## src/rtl/orat_pkg.sv

```systemverilog
// ----------------------------------------------------------------------------
// orat_pkg: shared types and constants of the rotary angle tracker
// Register indexes, widths of the shared divider and its request/response.
// ----------------------------------------------------------------------------
package orat_pkg;

	localparam int N_W     = 16;  // counts per turn
	localparam int POS_W   = 17;  // wrapped X position
	localparam int SUM_W   = 18;  // X position plus one delta
	localparam int DVD_W   = 25;  // p * 360 with p <= 65535
	localparam int QUO_W   = 9;   // angle quotient, at most 360
	localparam int CNT_W   = 5;
	localparam int DELTA_W = 12;
	localparam int ANGLE_W = 12;

	localparam logic [CNT_W-1:0] WRAP_STEPS  = CNT_W'(17);
	localparam logic [CNT_W-1:0] ANGLE_STEPS = CNT_W'(QUO_W);

	localparam logic [ANGLE_W-1:0] ANGLE_NONE = 12'hFFF;
	localparam logic [N_W-1:0]     N_RESET    = 16'd4096;

	typedef enum logic {
		REG_COUNTS_PER_TURN = 1'b0,
		REG_SENSOR_OK       = 1'b1
	} cfg_reg_t;

	typedef struct packed {
		logic             start;
		logic [N_W-1:0]   divisor;
		logic [N_W-1:0]   rem_init;
		logic [DVD_W-1:0] dvd_init;
		logic [CNT_W-1:0] steps;
	} div_req_t;

	typedef struct packed {
		logic             done;
		logic [N_W-1:0]   rem;
		logic [QUO_W-1:0] quo;
	} div_rsp_t;

endpackage

```

## src/rtl/optical_rotary_angle_tracker_top.sv

```systemverilog
// ----------------------------------------------------------------------------
// optical_rotary_angle_tracker_top: motion reports to wrapped X and angle
// Accumulates sensor deltas, wraps X by counts per turn, converts to degrees.
// ----------------------------------------------------------------------------
// channel  | handshake           | payload
// in       | in_valid/in_ready   | pin_level status_byte x/y_low_byte high_nibbles
// out      | out_valid/out_ready | delta_x delta_y position_x angle_deg angle_new
// cfg      | cfg_we              | cfg_index cfg_data
//
// A skipped report goes straight to the result; a read report runs check, a
// wrap division if X needs one, decide, and for a new angle a multiply and an
// angle division on the shared divider. in_ready is high only in the idle state.
// The output register frees the sequencer: the next request is accepted while
// a result waits. arst_n clears positions, control and sets counts to 4096.
// ----------------------------------------------------------------------------
module optical_rotary_angle_tracker_top import orat_pkg::*; (
	input  logic                      clk,
	input  logic                      arst_n,
	input  logic                      cfg_we,
	input  logic                      cfg_index,
	input  logic [N_W-1:0]            cfg_data,
	input  logic                      in_valid,
	output logic                      in_ready,
	input  logic                      pin_level,
	input  logic [7:0]                status_byte,
	input  logic [7:0]                x_low_byte,
	input  logic [7:0]                y_low_byte,
	input  logic [7:0]                high_nibbles,
	output logic                      out_valid,
	input  logic                      out_ready,
	output logic signed [DELTA_W-1:0] delta_x,
	output logic signed [DELTA_W-1:0] delta_y,
	output logic signed [POS_W-1:0]   position_x,
	output logic [ANGLE_W-1:0]        angle_deg,
	output logic                      angle_new
);

	typedef enum logic [7:0] {
		S_IDLE   = 8'b0000_0001,
		S_CHECK  = 8'b0000_0010,
		S_WRAP   = 8'b0000_0100,
		S_DECIDE = 8'b0000_1000,
		S_MUL    = 8'b0001_0000,
		S_ASTART = 8'b0010_0000,
		S_ANGLE  = 8'b0100_0000,
		S_FINISH = 8'b1000_0000
	} state_t;

	state_t state_q;

	logic [N_W-1:0]            counts_q;
	logic                      sensor_ok_q;
	logic signed [POS_W-1:0]   x_q;
	logic [31:0]               y_q;
	logic signed [POS_W-1:0]   last_x_q;
	logic signed [DELTA_W-1:0] dx_q;
	logic signed [DELTA_W-1:0] dy_q;
	logic signed [SUM_W-1:0]   s_q;
	logic                      neg_q;
	logic [N_W-1:0]            p_q;
	logic [DVD_W-1:0]          prod_q;
	logic [ANGLE_W-1:0]        angle_q;
	logic                      new_q;
	logic                      out_valid_q;

	logic [N_W-1:0]            n_eff;
	logic                      rd;
	logic signed [DELTA_W-1:0] dx_in;
	logic signed [DELTA_W-1:0] dy_in;
	logic signed [SUM_W-1:0]   n_s;
	logic                      wrap_hi;
	logic                      wrap_lo;
	logic signed [SUM_W-1:0]   s_neg;
	logic [POS_W-1:0]          mag;
	logic signed [POS_W-1:0]   x_plus_n;
	logic [DVD_W-1:0]          prod;
	logic                      out_free;
	div_req_t                  div_req;
	div_rsp_t                  div_rsp;

	assign n_eff = (counts_q == '0) ? N_W'(1) : counts_q;
	assign rd    = sensor_ok_q & ~pin_level;
	assign dx_in = (rd & status_byte[7]) ? {high_nibbles[7:4], x_low_byte} : '0;
	assign dy_in = (rd & status_byte[7]) ? {high_nibbles[3:0], y_low_byte} : '0;

	assign n_s     = $signed({2'b00, n_eff});
	assign wrap_hi = s_q >= n_s;
	assign wrap_lo = s_q <= -n_s;
	assign s_neg   = -s_q;
	assign mag     = wrap_hi ? s_q[POS_W-1:0] : s_neg[POS_W-1:0];

	assign x_plus_n = $signed({1'b0, n_eff}) + x_q;

	// p * 360 = p * (256 + 64 + 32 + 8)
	assign prod = {1'b0, p_q, 8'b0} + {3'b0, p_q, 6'b0} + {4'b0, p_q, 5'b0}
		+ {6'b0, p_q, 3'b0};

	assign out_free = !out_valid_q || out_ready;

	always_comb begin
		div_req          = '0;
		div_req.divisor  = n_eff;
		if (state_q == S_CHECK) begin
			div_req.start    = wrap_hi || wrap_lo;
			div_req.dvd_init = {mag, 8'b0};
			div_req.steps    = WRAP_STEPS;
		end else if (state_q == S_ASTART) begin
			// product < 512 * n, so the top bits already form a partial remainder
			div_req.start    = 1'b1;
			div_req.rem_init = prod_q[DVD_W-1:QUO_W];
			div_req.dvd_init = {prod_q[QUO_W-1:0], {(DVD_W-QUO_W){1'b0}}};
			div_req.steps    = ANGLE_STEPS;
		end
	end

	orat_div u_div (
		.clk    (clk),
		.arst_n (arst_n),
		.req    (div_req),
		.rsp    (div_rsp)
	);

	always_ff @(posedge clk or negedge arst_n) begin
		if (!arst_n) begin
			counts_q    <= N_RESET;
			sensor_ok_q <= 1'b0;
		end else if (cfg_we) begin
			unique case (cfg_index)
				REG_COUNTS_PER_TURN: counts_q    <= cfg_data;
				REG_SENSOR_OK:       sensor_ok_q <= cfg_data[0];
				default: ;
			endcase
		end
	end

	always_ff @(posedge clk or negedge arst_n) begin
		if (!arst_n) begin
			state_q     <= S_IDLE;
			x_q         <= '0;
			y_q         <= '0;
			last_x_q    <= '0;
			out_valid_q <= 1'b0;
		end else begin
			// load a finished result, else drop the one taken by the receiver
			out_valid_q <= (state_q == S_FINISH && out_free) ? 1'b1
				: (out_valid_q && !out_ready);
			unique case (state_q)
				S_IDLE: begin
					if (in_valid) begin
						y_q     <= y_q + 32'(dy_in);
						state_q <= rd ? S_CHECK : S_FINISH;
					end
				end
				S_CHECK: begin
					if (wrap_hi || wrap_lo) begin
						state_q <= S_WRAP;
					end else begin
						x_q     <= s_q[POS_W-1:0];
						state_q <= S_DECIDE;
					end
				end
				S_WRAP: begin
					if (div_rsp.done) begin
						// keep the sign of the sum
						x_q     <= neg_q ? -$signed({1'b0, div_rsp.rem})
							: $signed({1'b0, div_rsp.rem});
						state_q <= S_DECIDE;
					end
				end
				S_DECIDE: begin
					state_q <= (dx_q != '0 && x_q != last_x_q) ? S_MUL : S_FINISH;
				end
				S_MUL: state_q <= S_ASTART;
				S_ASTART: state_q <= S_ANGLE;
				S_ANGLE: begin
					if (div_rsp.done) begin
						last_x_q <= x_q;
						state_q  <= S_FINISH;
					end
				end
				S_FINISH: begin
					if (out_free) begin
						state_q <= S_IDLE;
					end
				end
				default: state_q <= S_IDLE;
			endcase
		end
	end

	always_ff @(posedge clk) begin
		unique case (state_q)
			S_IDLE: begin
				dx_q    <= dx_in;
				dy_q    <= dy_in;
				s_q     <= {x_q[POS_W-1], x_q} + SUM_W'(dx_in);
				angle_q <= ANGLE_NONE;
				new_q   <= 1'b0;
			end
			S_CHECK: neg_q <= wrap_lo;
			S_DECIDE: p_q <= (x_q > 0) ? x_q[N_W-1:0] : x_plus_n[N_W-1:0];
			S_MUL: prod_q <= prod;
			S_ANGLE: begin
				if (div_rsp.done) begin
					angle_q <= ANGLE_W'(div_rsp.quo);
					new_q   <= 1'b1;
				end
			end
			S_FINISH: begin
				if (out_free) begin
					delta_x    <= dx_q;
					delta_y    <= dy_q;
					position_x <= x_q;
					angle_deg  <= angle_q;
					angle_new  <= new_q;
				end
			end
			default: ;
		endcase
	end

	assign in_ready  = (state_q == S_IDLE);
	assign out_valid = out_valid_q;

endmodule

```

## src/rtl/orat_div.sv

```systemverilog
// ----------------------------------------------------------------------------
// orat_div: shared restoring divider
// One quotient bit per cycle; remainder and quotient valid with the done pulse.
// ----------------------------------------------------------------------------
module orat_div import orat_pkg::*; (
	input  logic     clk,
	input  logic     arst_n,
	input  div_req_t req,
	output div_rsp_t rsp
);

	logic [N_W-1:0]   rem_q;
	logic [DVD_W-1:0] dvd_q;
	logic [N_W-1:0]   divisor_q;
	logic [CNT_W-1:0] cnt_q;
	logic             busy_q;
	logic             done_q;

	logic [N_W:0]     trial;
	logic             fits;
	logic [N_W:0]     diff;

	assign trial = {rem_q, dvd_q[DVD_W-1]};
	assign fits  = trial >= {1'b0, divisor_q};
	assign diff  = trial - {1'b0, divisor_q};

	always_ff @(posedge clk or negedge arst_n) begin
		if (!arst_n) begin
			busy_q <= 1'b0;
			done_q <= 1'b0;
			cnt_q  <= '0;
		end else begin
			done_q <= !req.start && busy_q && (cnt_q == CNT_W'(1));
			if (req.start) begin
				busy_q <= 1'b1;
				cnt_q  <= req.steps;
			end else if (busy_q) begin
				cnt_q <= cnt_q - 1'b1;
				if (cnt_q == CNT_W'(1)) begin
					busy_q <= 1'b0;
				end
			end
		end
	end

	always_ff @(posedge clk) begin
		if (req.start) begin
			rem_q     <= req.rem_init;
			dvd_q     <= req.dvd_init;
			divisor_q <= req.divisor;
		end else if (busy_q) begin
			rem_q <= fits ? diff[N_W-1:0] : trial[N_W-1:0];
			dvd_q <= {dvd_q[DVD_W-2:0], fits};
		end
	end

	assign rsp.done = done_q;
	assign rsp.rem  = rem_q;
	assign rsp.quo  = dvd_q[QUO_W-1:0];

endmodule

```

## config.mk

```make
export PLATFORM = sky130hd
export DESIGN_NAME = optical_rotary_angle_tracker_top
export DESIGN_NICKNAME = d
export VERILOG_FILES = /design/src/rtl/orat_pkg.sv /design/src/rtl/optical_rotary_angle_tracker_top.sv /design/src/rtl/orat_div.sv
export SDC_FILE = /design/constraint.sdc
export NUM_CORES = 1
export LEC_CHECK = 0
export ABC_CLOCK_PERIOD_IN_PS = 6200
export BUFFER_PORTS_ARGS = -buffer_cell sky130_fd_sc_hd__buf_2
export CORE_MARGIN = 5
export CORE_UTILIZATION = 32
export DETAILED_ROUTE_END_ITERATION = 10
export GPL_ROUTABILITY_DRIVEN = 1
export GPL_TIMING_DRIVEN = 0
export SYNTH_ARGS = -nofsm -noshare
export SYNTH_HDL_FRONTEND = slang
export SYNTH_SLANG_ARGS = --single-unit
```

## constraint.sdc

```tcl
create_clock -name clk -period 6.2 [get_ports clk]
set_clock_uncertainty 0.2 [all_clocks]
set_input_delay 0.31 -clock clk [delete_from_list [all_inputs] [get_ports clk]]
set_output_delay 0.31 -clock clk [all_outputs]
set_load 0.02 [all_outputs]
```

# Yosys cells after proc, flatten, opt, wreduce, memory -nomap -nowiden
# Cells that the tools add are included.
# word_totals
output_inout_bits	56
in_bits	55
reg_bits	275
elab_cells	116
# classes
bitwise	4
muxes	36
n_reduce_logical	22
add_sub_neg	10
n_eq_ne	15
n_lt_le_gt_ge	4
# op_table
operator	count
2-to-1 mux 16 bit	6
2-to-1 mux 17 bit	4
one-hot mux 8 bit (8 select lines)	1
2-to-1 mux 25 bit	2
2-to-1 mux 8 bit	6
2-to-1 mux 46 bit	1
one-hot mux 17 bit (2 select lines)	1
2-to-1 mux 30 bit	1
adder 24 x 22 -> 25 bit	1
adder 25 x 19 -> 25 bit	1
adder 25 x 21 -> 25 bit	1
2-to-1 mux 12 bit	2
one-hot mux 12 bit (2 select lines)	1
adder 17 x 12 -> 18 bit	1
greater-or-equal comparator 18 x 17 -> 1 bit	1
<= comparator 18 bit	1
negator 16 -> 18 bit	1
greater-or-equal comparator 17 x 16 -> 1 bit	1
> comparator 17 x 1 -> 1 bit (second input constant)	1
inequality test 17 bit	1
negator 16 -> 17 bit	1
negator 17 bit	1
adder 16 bit	1
logical NOT 16 bit	1
other kinds (27)	52

# Longest topological paths before layout
# Gate-level depths: netlist of the first run.
# logic_depth
ltp_word	9
ltp_mapped	25
mapped_depth_nobuf	22

# Hierarchy
# Synthesis of the first run repeated with hierarchy kept, for this count alone.
# hier_totals
hier_cells	1452
area_unflattened_um2	16165.5
# modules_own_cells
module	area_each_um2	n_inst	cells_each	seq_area_each_um2
optical_rotary_angle_tracker_top	12206.7	1	1092	5828.1
orat_div	3958.8	1	360	1886.8

# Worst setup path after synthesis of the first run
# Ideal clock, no wire load.
# synth_timing
path_type	reg-to-reg
from	reg counts_q[6]
to	reg u_div.dvd_q[0], enable pin
t_required_ns	5.601
path_buffers	2
t_arrival_ns	4.721
slack_ns	0.880
path_stages_with_launch	22
path_cell_list	dfrtp_1 -> nor4_1 -> and2_1 -> nand2_1 -> nor4_1 -> or2_2 -> inv_1 -> ha_1 -> and3_1 -> clkbuf_1 -> nand2_1 -> nand2_1 -> ha_1 -> nand4_1 -> or2_2 -> or4_1 -> o221a_2 -> o21ai_2 -> o21ai_4 -> and2_1 -> buf_4 -> nand2_1
# synth_lines
item	line	rtl
from (decl)	optical_rotary_angle_tracker_top.sv:51	logic [N_W-1:0] counts_q;
from (signal assigned)	optical_rotary_angle_tracker_top.sv:129	REG_COUNTS_PER_TURN: counts_q <= cfg_data;
to (signal assigned)	orat_div.sv:49	dvd_q <= req.dvd_init;
to (signal assigned)	orat_div.sv:53	dvd_q <= {dvd_q[DVD_W-2:0], fits};
to (decl)	orat_div.sv:13	logic [DVD_W-1:0] dvd_q;

==> results of run 1 <==
layout by cell type, fill, tap and decap left out, types with 7 or more instances in the layout:
cell type,synthesis,final
edfxtp_1,201,201
ha_1,111,111
nand2_1,105,104
buf_2,2,104
o21ai_0,97,97
nor2_1,77,77
inv_1,69,68
dfrtp_1,65,65
xnor2_1,61,61
xor2_1,47,47
dlygate4sd3_1,0,46
a21oi_1,45,45
clkbuf_1,35,44
nand3_1,33,33
and2_1,32,32
nor3_1,32,32
fa_1,30,30
mux2_2,29,29
clkbuf_16,0,29
nor4_1,26,24
a21o_1,20,20
or2_2,19,19
mux2i_1,18,18
nand4_1,15,15
o21a_1,14,14
o31ai_1,13,13
nor2b_1,13,12
o21ai_1,11,11
nand2b_1,10,10
and3_1,10,10
a211oi_1,9,9
mux2_4,9,9
or3_1,8,8
a2bb2oi_1,7,7
or4_1,7,7
buf_4,3,7
clkinv_2,0,7
per-layer routing:
metal  track usage [%]  vias up
li1                  -     5381
met3              2.99       70
met5                 0        -
met2              24.1      314
met4              4.23        0
met1              21.3     5615
repair_timing:
item	in CTS	in global routing
hold buffers	46	0
resized for setup	0	2
endpoints found under the setup margin	0	55
buffers inserted	0	0
hold endpoints to repair	112	0
worst max-delay path, stage by stage (launching register included):
cell and delay (ns):
dfrtp_1 0.46, inv_1 0.19, nand4_1 0.22, nor4_2 0.36, nand2_1 0.19, nor4_1 0.17, or2_2 0.26, inv_1 0.06
ha_1 0.20, and3_1 0.19, clkbuf_1 0.17, nand2_1 0.21, nand2_1 0.09, ha_1 0.30, nand4_1 0.10, or2_2 0.32
or4_1 0.52, o221a_2 0.15, o21ai_2 0.16, o21ai_4 0.13, and2_1 0.20, buf_4 0.19, nand2_4 0.28, buf_16 0.22
cell families (layout without fill, tap and decap cells):
| logic type | Yosys count | in the layout | share of synthesized area [%] |
|---|---|---|---|
| muxes | 56 | 56 | 4.11 |
| other | 1 | 1 | 0.0240 |
| AOI/OAI and AO/OA | 274 | 274 | 11.3 |
| xor gates and xnor gates | 108 | 108 | 6.06 |
| adders and majority gates | 141 | 141 | 12.7 |
| and+or+nand+nor | 410 | 410 | 13.4 |
| DFF | 268 | 268 | 49.4 |
| buffers and inverters | 115 | 325 | 3.04 |
registers in the layout, summed over array words and instances, names as in the netlist, 16 cells and up:
| name | count |
|---|---|
| u_div.divisor_q | 16 |
| u_div.rem_q | 16 |
| s_q | 18 |
| u_div.dvd_q | 25 |
| x_q | 17 |
| last_x_q | 17 |
| counts_q | 16 |
| prod_q | 22 |
| position_x | 17 |
| p_q | 16 |
cell type report:
class                           instances  area share [%]
Timing Repair Buffer                  156            5.93
Buffer                                 45            1.15
Inverter                               70            1.42
Sequential cell                       268            41.8
Clock buffer                           40            4.26
Clock inverter                         14           0.840
Multi-Input combinational cell        990            40.4
Tap cell                              622            4.21
final timing paths:
kind / startpoint / endpoint / slack (ns) / cells past startpoint
max in group asynchronous: arst_n / out_valid / 5.25 / 3
min in group asynchronous: arst_n / state_q[1] / 0.10 / 3
worst max-delay path: counts_q[9] / u_div.dvd_q[14] / 0.33 / 23
worst min register to register: angle_q[8] / angle_deg[8] / 0.22 / 0
worst max register to register: counts_q[9] / u_div.dvd_q[14] / 0.33 / 23
worst min-delay path: high_nibbles[7] / dx_q[11] / 0.09 / 2
metrics by stage:
| stage | utilization [%] | TNS (ns) |
|---|---|---|
| after detailed placement | 35.1 | 0 |
| after floorplan | - | 0 |
| after global placement | 34.8 | -22.66 |
| after global routing | 38.0 | 0 |
| after CTS | 37.9 | 0 |
| final | 38.0 | 0 |
report_power, final:
part           leakage (nW)  internal [mW]  switching (mW)
combinational          4.37           1.46            1.90
clock                 0.466           1.01           0.714
sequential             2.72           2.70           0.681
total                  7.56           5.18            3.30
==> results.yml, run 1 <==
layout:
  multi_input_area_um2: 7460
  fin_nets: 1756
  synthToLayoutAreaGrowth_pct: 18.2
  drive_above_1_share_pct: 15.5
  fin_area_um2: 18500
  diodes: 0
  fillCellCount: 4706
  layout.cells.non_filler: 2205
  ff_latch_area_um2: 7710
timing:
  finalCritPeriodShare_pct: 94.6
  relSlewSlack_pct: 2.98
  rsz0062_at_grt: "false"
  whs_ns: 0.0905
  period_needed_ns: 5.87
  final-hold-violation-count: 0
  maxSlewViolCount: 0
  max_freq_mhz: 170
  setup_viol: 0
  worst_pin_slew_ns: 1.44
  setup_ws_ns: 0.334
floorplanning:
  chipHeight_um: 231
  die_area_um2: 53300
  rows: 81
  boundaryPins: 111
  core_area_um2: 48600
  start_util_pct: 32.1
  die_x_um: 231
worst_hold_path:
  hp-class: "input port to flop"
critical_path:
  end_kind: "flop"
  crit_fanout: 23
  startpoint_type: "flop"
  cp.required_ns: 6.26
  crit_type: "flop to flop"
  critical_path_arrival_ns: 5.93
power:
  power_mw: 8.47
  pwr_density_cell_nw_per_um2: 459
  p_leak_nw: 7.56
  ir_worst_vdd_mv: 0.239
grt:
  grt_overflow: 0
  grt_max_degree: 67
  grt_pass1_wl_um: 64300
  antenna_found_initial: 0
  grt_usage_pct: 15.2
  grt_pass1_vias: 11300
clock_tree:
  worstSkewPairLatency_ns: 0.56
  cts_root_buf: "clkbuf_16"
  htreeDepth: 1
  clockBufferDepth: 3
  cts_sinks: 268
  cts_buffers: 29
  clkTransAtPathRegs_ns: 0.06
  cts_tree: "done"
detailed_routing:
  postRouteAntennaNets: 0
  first_pass_iters: 5
  wl_met1_um: 19100
  routed_via_density: 5.16
  drc: 0
  met2WireLength_um: 18500
  wl_um: 41300
  top_layer: "met4"
  via_count: 11400
  drt_iter0_drc: 791
  wl_per_cell_um: 18.7
  met3_length_um: 2540
flow_run:
  cap_violations: 0
synth:
  yosys.area.top_type: "edfxtp_1"
  postSynthCellCount: 1373
  synth_edf_count: 201
  synth_top_area_share_pct: 38.6
  synth_flop_cell: "edfxtp_1"
  netlist_top_cells_count: "edfxtp_1, ha_1, nand2_1"
  synth_fp_nets: 1569
  synth.yosys.seq_area_share_pct: 49.4
  synth_warnings: 0
  synth_most_common_cell: "edfxtp_1"
  syn_avg_cell_area_um2: 11.4
  synthesis.area_um2: 15600
  ys_async_sr_fraction_pct: 25.0
  ys_ff_latch: 268
  ys_types: 75
  ys_top_cells_by_area: "edfxtp_1, dfrtp_1, ha_1"
placement:
  pre_cts_slack_ns: 0.184
  dp.cells: 2105
  dp_hpwl_um: 31400
  portBuffers: 103
  globalplace.congestion: 0.923
  dpl_cell_area_um2: 17100
status:
  outcome: "finished clean"
Power figures use the tool's default switching activity.
==> run 2, diff against run 1 <==
--- a/config.mk
+++ b/config.mk
@@ -12,6 +12,8 @@
 export DETAILED_ROUTE_END_ITERATION = 10
 export GPL_ROUTABILITY_DRIVEN = 1
 export GPL_TIMING_DRIVEN = 0
+export SLEW_MARGIN = 20
 export SYNTH_ARGS = -nofsm -noshare
 export SYNTH_HDL_FRONTEND = slang
+export SYNTH_HIERARCHICAL = 1
 export SYNTH_SLANG_ARGS = --single-unit
==> results.yml, run 2 <==
critical_path:
  worstReg2RegStart: "counts_q[6]"
  startpoint_type: "flop"
  cp-endpoint: "u_div/rem_q[9]"
  end_kind: "flop"
  crit_type: "flop to flop"
  worstRegToRegCells: 23
  r2r-end: "u_div/rem_q[9]"
  crit_fanout: 23
  critical_path_arrival_ns: 5.89
  startpoint: "counts_q[6]"
  cp.required_ns: 6.31
  r2r_setup_slack_ns: 0.42
detailed_routing:
  drc: 0
  wl_per_cell_um: 19.0
  wl_um: 44600
  via_count: 11900
  postRouteAntennaNets: 0
  drt_iter0_drc: 903
  routed_via_density: 5.06
  first_pass_iters: 5
layout:
  top_regs: "u_div/dvd_q (25), prod_q (22), s_q (18)"
  top_register: "u_div/dvd_q"
  largest_reg_flops: 25
  mostFrequentLayoutCell: "edfxtp_1"
  synthToLayoutAreaGrowth_pct: 19.1
  layout.cells.non_filler: 2349
  diodes: 0
  most-common-layout-cells: "edfxtp_1, nand2_1, buf_2, ha_1, o21ai_0"
  drive_above_1_share_pct: 16.8
  fillCellCount: 4959
  fin_nets: 1850
  fin_area_um2: 19300
synth:
  netlist_top_cells_count: "edfxtp_1, nand2_1, ha_1"
  synth_top_area_share_pct: 37.3
  ys_async_sr_fraction_pct: 25.0
  synth_flop_cell: "edfxtp_1"
  ys_ff_latch: 268
  synth.yosys.seq_area_share_pct: 47.7
  synth_edf_count: 201
  yosys.area.top_type: "edfxtp_1"
  ys_types: 80
  synth_warnings: 6
  postSynthCellCount: 1452
  synthesis.area_um2: 16200
  syn_avg_cell_area_um2: 11.1
  synth_most_common_cell: "edfxtp_1"
  ys_top_cells_by_area: "edfxtp_1, dfrtp_1, ha_1"
power:
  pwr-share-seq_pct: 39.0
  clkPwrFrac_pct: 22.1
  ir_worst_vdd_mv: 0.253
  pwr_density_cell_nw_per_um2: 432
  p_switching_mw: 3.27
  pwr-share-comb_pct: 38.9
  power_mw: 8.32
  p_leak_nw: 7.85
  netSwitchingFraction_pct: 39.3
  p_int_mw: 5.05
floorplanning:
  start_util_pct: 32.3
  core_area_um2: 50100
  boundaryPins: 111
  rows: 82
  die_x_um: 235
  die_area_um2: 55100
  chipHeight_um: 235
placement:
  dp_hpwl_um: 34100
  portBuffers: 103
  dpl_cell_area_um2: 17700
  dp.cells: 2246
  globalplace.congestion: 0.912
  pre_cts_slack_ns: -1.02
timing:
  worst_pin_slew_ns: 0.886
  setup_ws_ns: 0.424
  maxSlewViolCount: 0
  whs_ns: 0.0524
  finalCritPeriodShare_pct: 93.2
  relSlewSlack_pct: 40.6
  setup_viol: 0
  rsz0062_at_grt: "false"
  period_needed_ns: 5.78
  final-hold-violation-count: 0
  max_freq_mhz: 173
clock_tree:
  cts_tree: "done"
  worstSkewPairLatency_ns: 0.59
  htreeDepth: 1
  cts_buffers: 30
  cts_root_buf: "clkbuf_16"
  clockBufferDepth: 3
  cts_sinks: 268
  clkTransAtPathRegs_ns: 0.07
  cts_setup_buffers: 0
grt:
  grt_pass1_vias: 11800
  antenna_found_initial: 0
  grt_overflow: 0
  grt_max_degree: 38
  grt_usage_pct: 15.6
  grt_pass1_wl_um: 68600
flow_run:
  cap_violations: 0
worst_hold_path:
  hp-class: "input port to flop"
status:
  outcome: "finished clean"
run 2: cell types whose count changed in the layout (fill, tap and decap cells not counted), sizes merged, moves of 12 or more:
| cell | delta |
|---|---|
| mux2 | +24 |
| buf | +16 |
| and2 | +15 |
| clkbuf | +15 |
| mux2i | -13 |
| or2 | -13 |
| xnor2 | -12 |
| xor2 | +12 |
run 2: final cells by class:
type / count / area, um^2 / area share, %
flip-flops and latches: 268 / 7710 / 40.1
multi-input cells: 1054 / 7930 / 41.2
clock inverters: 13 / 178 / 0.923
well taps: 672 / 841 / 4.37
plain buffers: 71 / 362 / 1.88
repair buffers: 160 / 1130 / 5.86
inverters: 69 / 259 / 1.35
clock buffers: 42 / 847 / 4.40
run 2: power by group through the flow:
stage | Sequential (mW) | Clock, mW | Combinational (mW)
2_1_floorplan | 3.04 | 0 | 2.29
3_3_place_gp | 3.29 | 0 | 3.04
3_5_place_dp | 3.28 | 0 | 3.14
4_1_cts | 3.25 | 1.88 | 3.20
5_1_grt | 3.30 | 1.96 | 3.56
6_report | 3.25 | 1.84 | 3.23
run 2: routing by layer:
metal / share of wire (%) / wire (um) / global-route usage [%]
met2: 47 / 20800 / 25.6
met1: 46 / 20300 / 21.4
met4: 2.4 / 1070 / 3.84
met3: 5.4 / 2410 / 2.92
met5: 0 / 0 / 0
run 2: cells by family after synthesis:
logic type / count (synthesis) / synth area share [%]
AO/OA/AOI/OAI: 302 / 12.3
XOR/XNOR: 108 / 5.85
adder cells (fa/ha/maj): 141 / 12.3
buffers and inverters: 141 / 3.82
flip-flops: 268 / 47.7
multiplexers: 67 / 4.63
other: 1 / 0.0232
AND/OR/NAND/NOR: 424 / 13.4
run 2: per-stage QoR:
stage / TNS [ns] / util, %
after floorplan: 0 / -
after global placement: -48.36 / 35.1
after detailed placement: -55.00 / 35.4
after CTS: 0 / 38.5
after global routing: 0 / 38.5
final: 0 / 38.5
run 2: worst min path at each step:
| stage | slack (ns) | startpoint | endpoint | cells after the start |
|---|---|---|---|---|
| 3_5_place_dp | 0.08 | arst_n | last_x_q[9] | 1 |
| 4_1_cts | 0.03 | high_nibbles[7] | dx_q[11] | 2 |
| 6_report | 0.05 | high_nibbles[7] | dx_q[11] | 2 |
| 2_1_floorplan | -0.19 | arst_n | counts_q[0] | 0 |
| 5_1_grt | 0.05 | high_nibbles[7] | dx_q[11] | 2 |
| 3_3_place_gp | 0.20 | dy_q[9] | delta_y[9] | 0 |
run 2: worst max-delay path: stages (launching register included):
cell	delay [ns]
dfrtp_1	0.36
clkbuf_1	0.22
nor4_2	0.33
nand2_1	0.13
nor3_1	0.35
and3_1	0.23
or2_2	0.24
inv_1	0.07
ha_1	0.29
nand4_1	0.17
nor4_1	0.08
xnor2_1	0.15
ha_1	0.30
nand4_1	0.19
nor4_1	0.39
o21ai_0	0.15
nand2_1	0.10
o21ai_2	0.12
o21ai_1	0.32
nand2_4	0.27
clkbuf_2	0.32
and2_1	0.21
a41oi_1	0.19
o31ai_1	0.11
run 2: what timing repair did:
action	CTS	global route
endpoints found under the hold margin	111	0
pin swaps	2	0
resized for setup	7	7
hold buffers	48	0
cloned	1	0
setup endpoints to repair	88	84
==> run 3, diff against run 2 <==
--- a/config.mk
+++ b/config.mk
@@ -5,7 +5,7 @@
 export SDC_FILE = /design/constraint.sdc
 export NUM_CORES = 1
 export LEC_CHECK = 0
-export ABC_CLOCK_PERIOD_IN_PS = 6200
+export ABC_CLOCK_PERIOD_IN_PS = 6920
 export BUFFER_PORTS_ARGS = -buffer_cell sky130_fd_sc_hd__buf_2
 export CORE_MARGIN = 5
 export CORE_UTILIZATION = 32
==> constraint.sdc (replaced) <==
create_clock -name clk -period 6.92 [get_ports clk]
set_clock_uncertainty 0.2 [all_clocks]
set_input_delay 0.346 -clock clk [delete_from_list [all_inputs] [get_ports clk]]
set_output_delay 0.346 -clock clk [all_outputs]
set_load 0.02 [all_outputs]
==> results.yml, run 3 (synthesis results as in run 2) <==
power:
  p_int_mw: 4.52
  netSwitchingFraction_pct: 39.3
  pwr-share-comb_pct: 38.7
  pwr-share-seq_pct: 39.1
  p_switching_mw: 2.92
  pwr_density_cell_nw_per_um2: 388
  p_leak_nw: 7.82
  ir_worst_vdd_mv: 0.226
  clkPwrFrac_pct: 22.1
detailed_routing:
  met2WireLength_um: 20500
  top_layer: "met4"
  postRouteAntennaNets: 0
  wl_met1_um: 19800
  met3_length_um: 2830
  drt_iter0_drc: 841
  drc: 0
  wl_um: 44400
  routed_via_density: 5.06
  wl_per_cell_um: 18.9
  first_pass_iters: 5
  via_count: 11900
layout:
  top_register: "u_div/dvd_q"
  ff_latch_area_um2: 7710
  diodes: 0
  drive_above_1_share_pct: 16.5
  top_regs: "u_div/dvd_q (25), prod_q (22), s_q (18)"
  fillCellCount: 4967
  mostFrequentLayoutCell: "edfxtp_1"
  multi_input_area_um2: 7920
  synthToLayoutAreaGrowth_pct: 18.9
  largest_reg_flops: 25
  fin_nets: 1849
  most-common-layout-cells: "edfxtp_1, nand2_1, buf_2, ha_1, o21ai_0"
clock_tree:
  clockBufferDepth: 3
  cts_setup_buffers: 0
  worstSkewPairLatency_ns: 0.59
  clkTransAtPathRegs_ns: 0.06
  cts_sinks: 268
  cts_tree: "done"
  cts_root_buf: "clkbuf_16"
  htreeDepth: 1
  cts_buffers: 30
critical_path:
  worstReg2RegStart: "counts_q[6]"
  r2r_setup_slack_ns: 0.23
  crit_fanout: 20
  critPathMaxStageDelay_ns: 0.55
  r2r-end: "u_div/dvd_q[0]"
  startpoint_type: "flop"
  cp.required_ns: 6.95
  critical_path_arrival_ns: 6.72
  crit_chain: "clkbuf_1 > nor4_1 > nand2_1 > nor3_1 > and3_1 > or2_2 > inv_1 > ha_1 > nand4_1 > nor4_1 > xnor2_1 > ha_1 > nand4_1 > nor4_1 > a32oi_1 > o21ai_2 > o21ai_0 > nand2_2 > clkbuf_1 > clkbuf_1 > or2_4"
  end_kind: "flop"
  worstRegToRegCells: 21
  crit_path_top_delay_cell: "nor4_1"
  crit_type: "flop to flop"
grt:
  antenna_found_initial: 0
  grt_max_degree: 42
  grt_overflow: 0
  grt_pass1_wl_um: 68000
  grt_pass1_vias: 11700
  grt_usage_pct: 15.4
floorplanning:
  chipHeight_um: 235
  rows: 82
  core_area_um2: 50100
  start_util_pct: 32.3
  die_x_um: 235
  die_area_um2: 55100
  boundaryPins: 111
flow_run:
  cap_violations: 0
timing:
  rsz0062_at_grt: "false"
  finalCritPeriodShare_pct: 96.7
  period_needed_ns: 6.69
  whs_ns: 0.0325
  maxSlewViolCount: 0
  final-hold-violation-count: 0
  max_freq_mhz: 150
  tns_ns: 0
  setup_viol: 0
  worst_pin_slew_ns: 0.882
  relSlewSlack_pct: 40.8
worst_hold_path:
  hp-class: "input port to asynchronous set/reset pin"
placement:
  dp_hpwl_um: 34100
  portBuffers: 103
  globalplace.congestion: 0.912
status:
  outcome: "finished clean"
==> run 3: worst max path at each step <==
stage / startpoint / to / slack, ns / cells after the start
floorplan: counts_q[12] / u_div/dvd_q[0] / 1.62 / 20
global placement: counts_q[6] / u_div/dvd_q[13] / -0.21 / 21
detailed placement: counts_q[6] / u_div/dvd_q[13] / -0.30 / 21
CTS: counts_q[6] / u_div/dvd_q[15] / 0.006 / 21
global route: counts_q[6] / u_div/dvd_q[15] / 0.08 / 21
finish: counts_q[6] / u_div/dvd_q[0] / 0.23 / 21
==> run 3: power groups by stage <==
| stage | logic (mW) | clock network [mW] | registers, mW |
|---|---|---|---|
| after floorplan | 2.05 | 0 | 2.72 |
| after global placement | 2.72 | 0 | 2.95 |
| after detailed placement | 2.81 | 0 | 2.94 |
| after CTS | 2.85 | 1.69 | 2.91 |
| after global routing | 3.19 | 1.75 | 2.95 |
| final | 2.89 | 1.65 | 2.92 |
==> run 3: timing repair <==
item                                    in CTS  in global routing
hold buffers                                46                  0
pin swaps                                    1                  1
cloned                                       0                  1
endpoints found under the hold margin      111                  0
gates resized for setup                      1                  4
endpoints found under the setup margin      41                 56
==> run 3: per-layer routing <==
layer	GRT usage (%)	up-vias
li1	-	5703
met1	21.0	5768
met4	4.25	0
met3	3.32	78
met5	0	-
met2	25.1	333
==> run 3: final cells by class <==
type / count / share of cell area (%)
Inverter: 69 / 1.35
Buffer: 72 / 1.88
Tap cell: 672 / 4.38
Clock inverter: 13 / 0.925
Sequential cell: 268 / 40.2
Timing Repair Buffer: 158 / 5.72
Clock buffer: 42 / 4.41
Multi-Input combinational cell: 1054 / 41.2
==> run 3: stage by stage <==
step	setup slack, ns	power [mW]	instances	cell area [um^2]	utilization [%]
after detailed placement	-0.301	5.76	2246	17700	35.4
after floorplan	1.62	4.77	1462	16200	-
after CTS	0.00602	7.45	2347	19200	38.3
after global routing	0.0775	7.89	2348	19200	38.4
after global placement	-0.208	5.67	2237	17600	35.1
final	0.232	7.45	2348	19200	38.4
==> run 3: worst max-delay path, delay by kind of cell (launching register included) <==
family	cells	cell delay [ns]
AO/OA/AOI/OAI	3	0.58
XOR/XNOR	1	0.15
buffers and inverters	4	1.20
adder cells (fa/ha/maj)	2	0.58
AND/OR/NAND/NOR	11	3.21
flip-flops	1	0.36
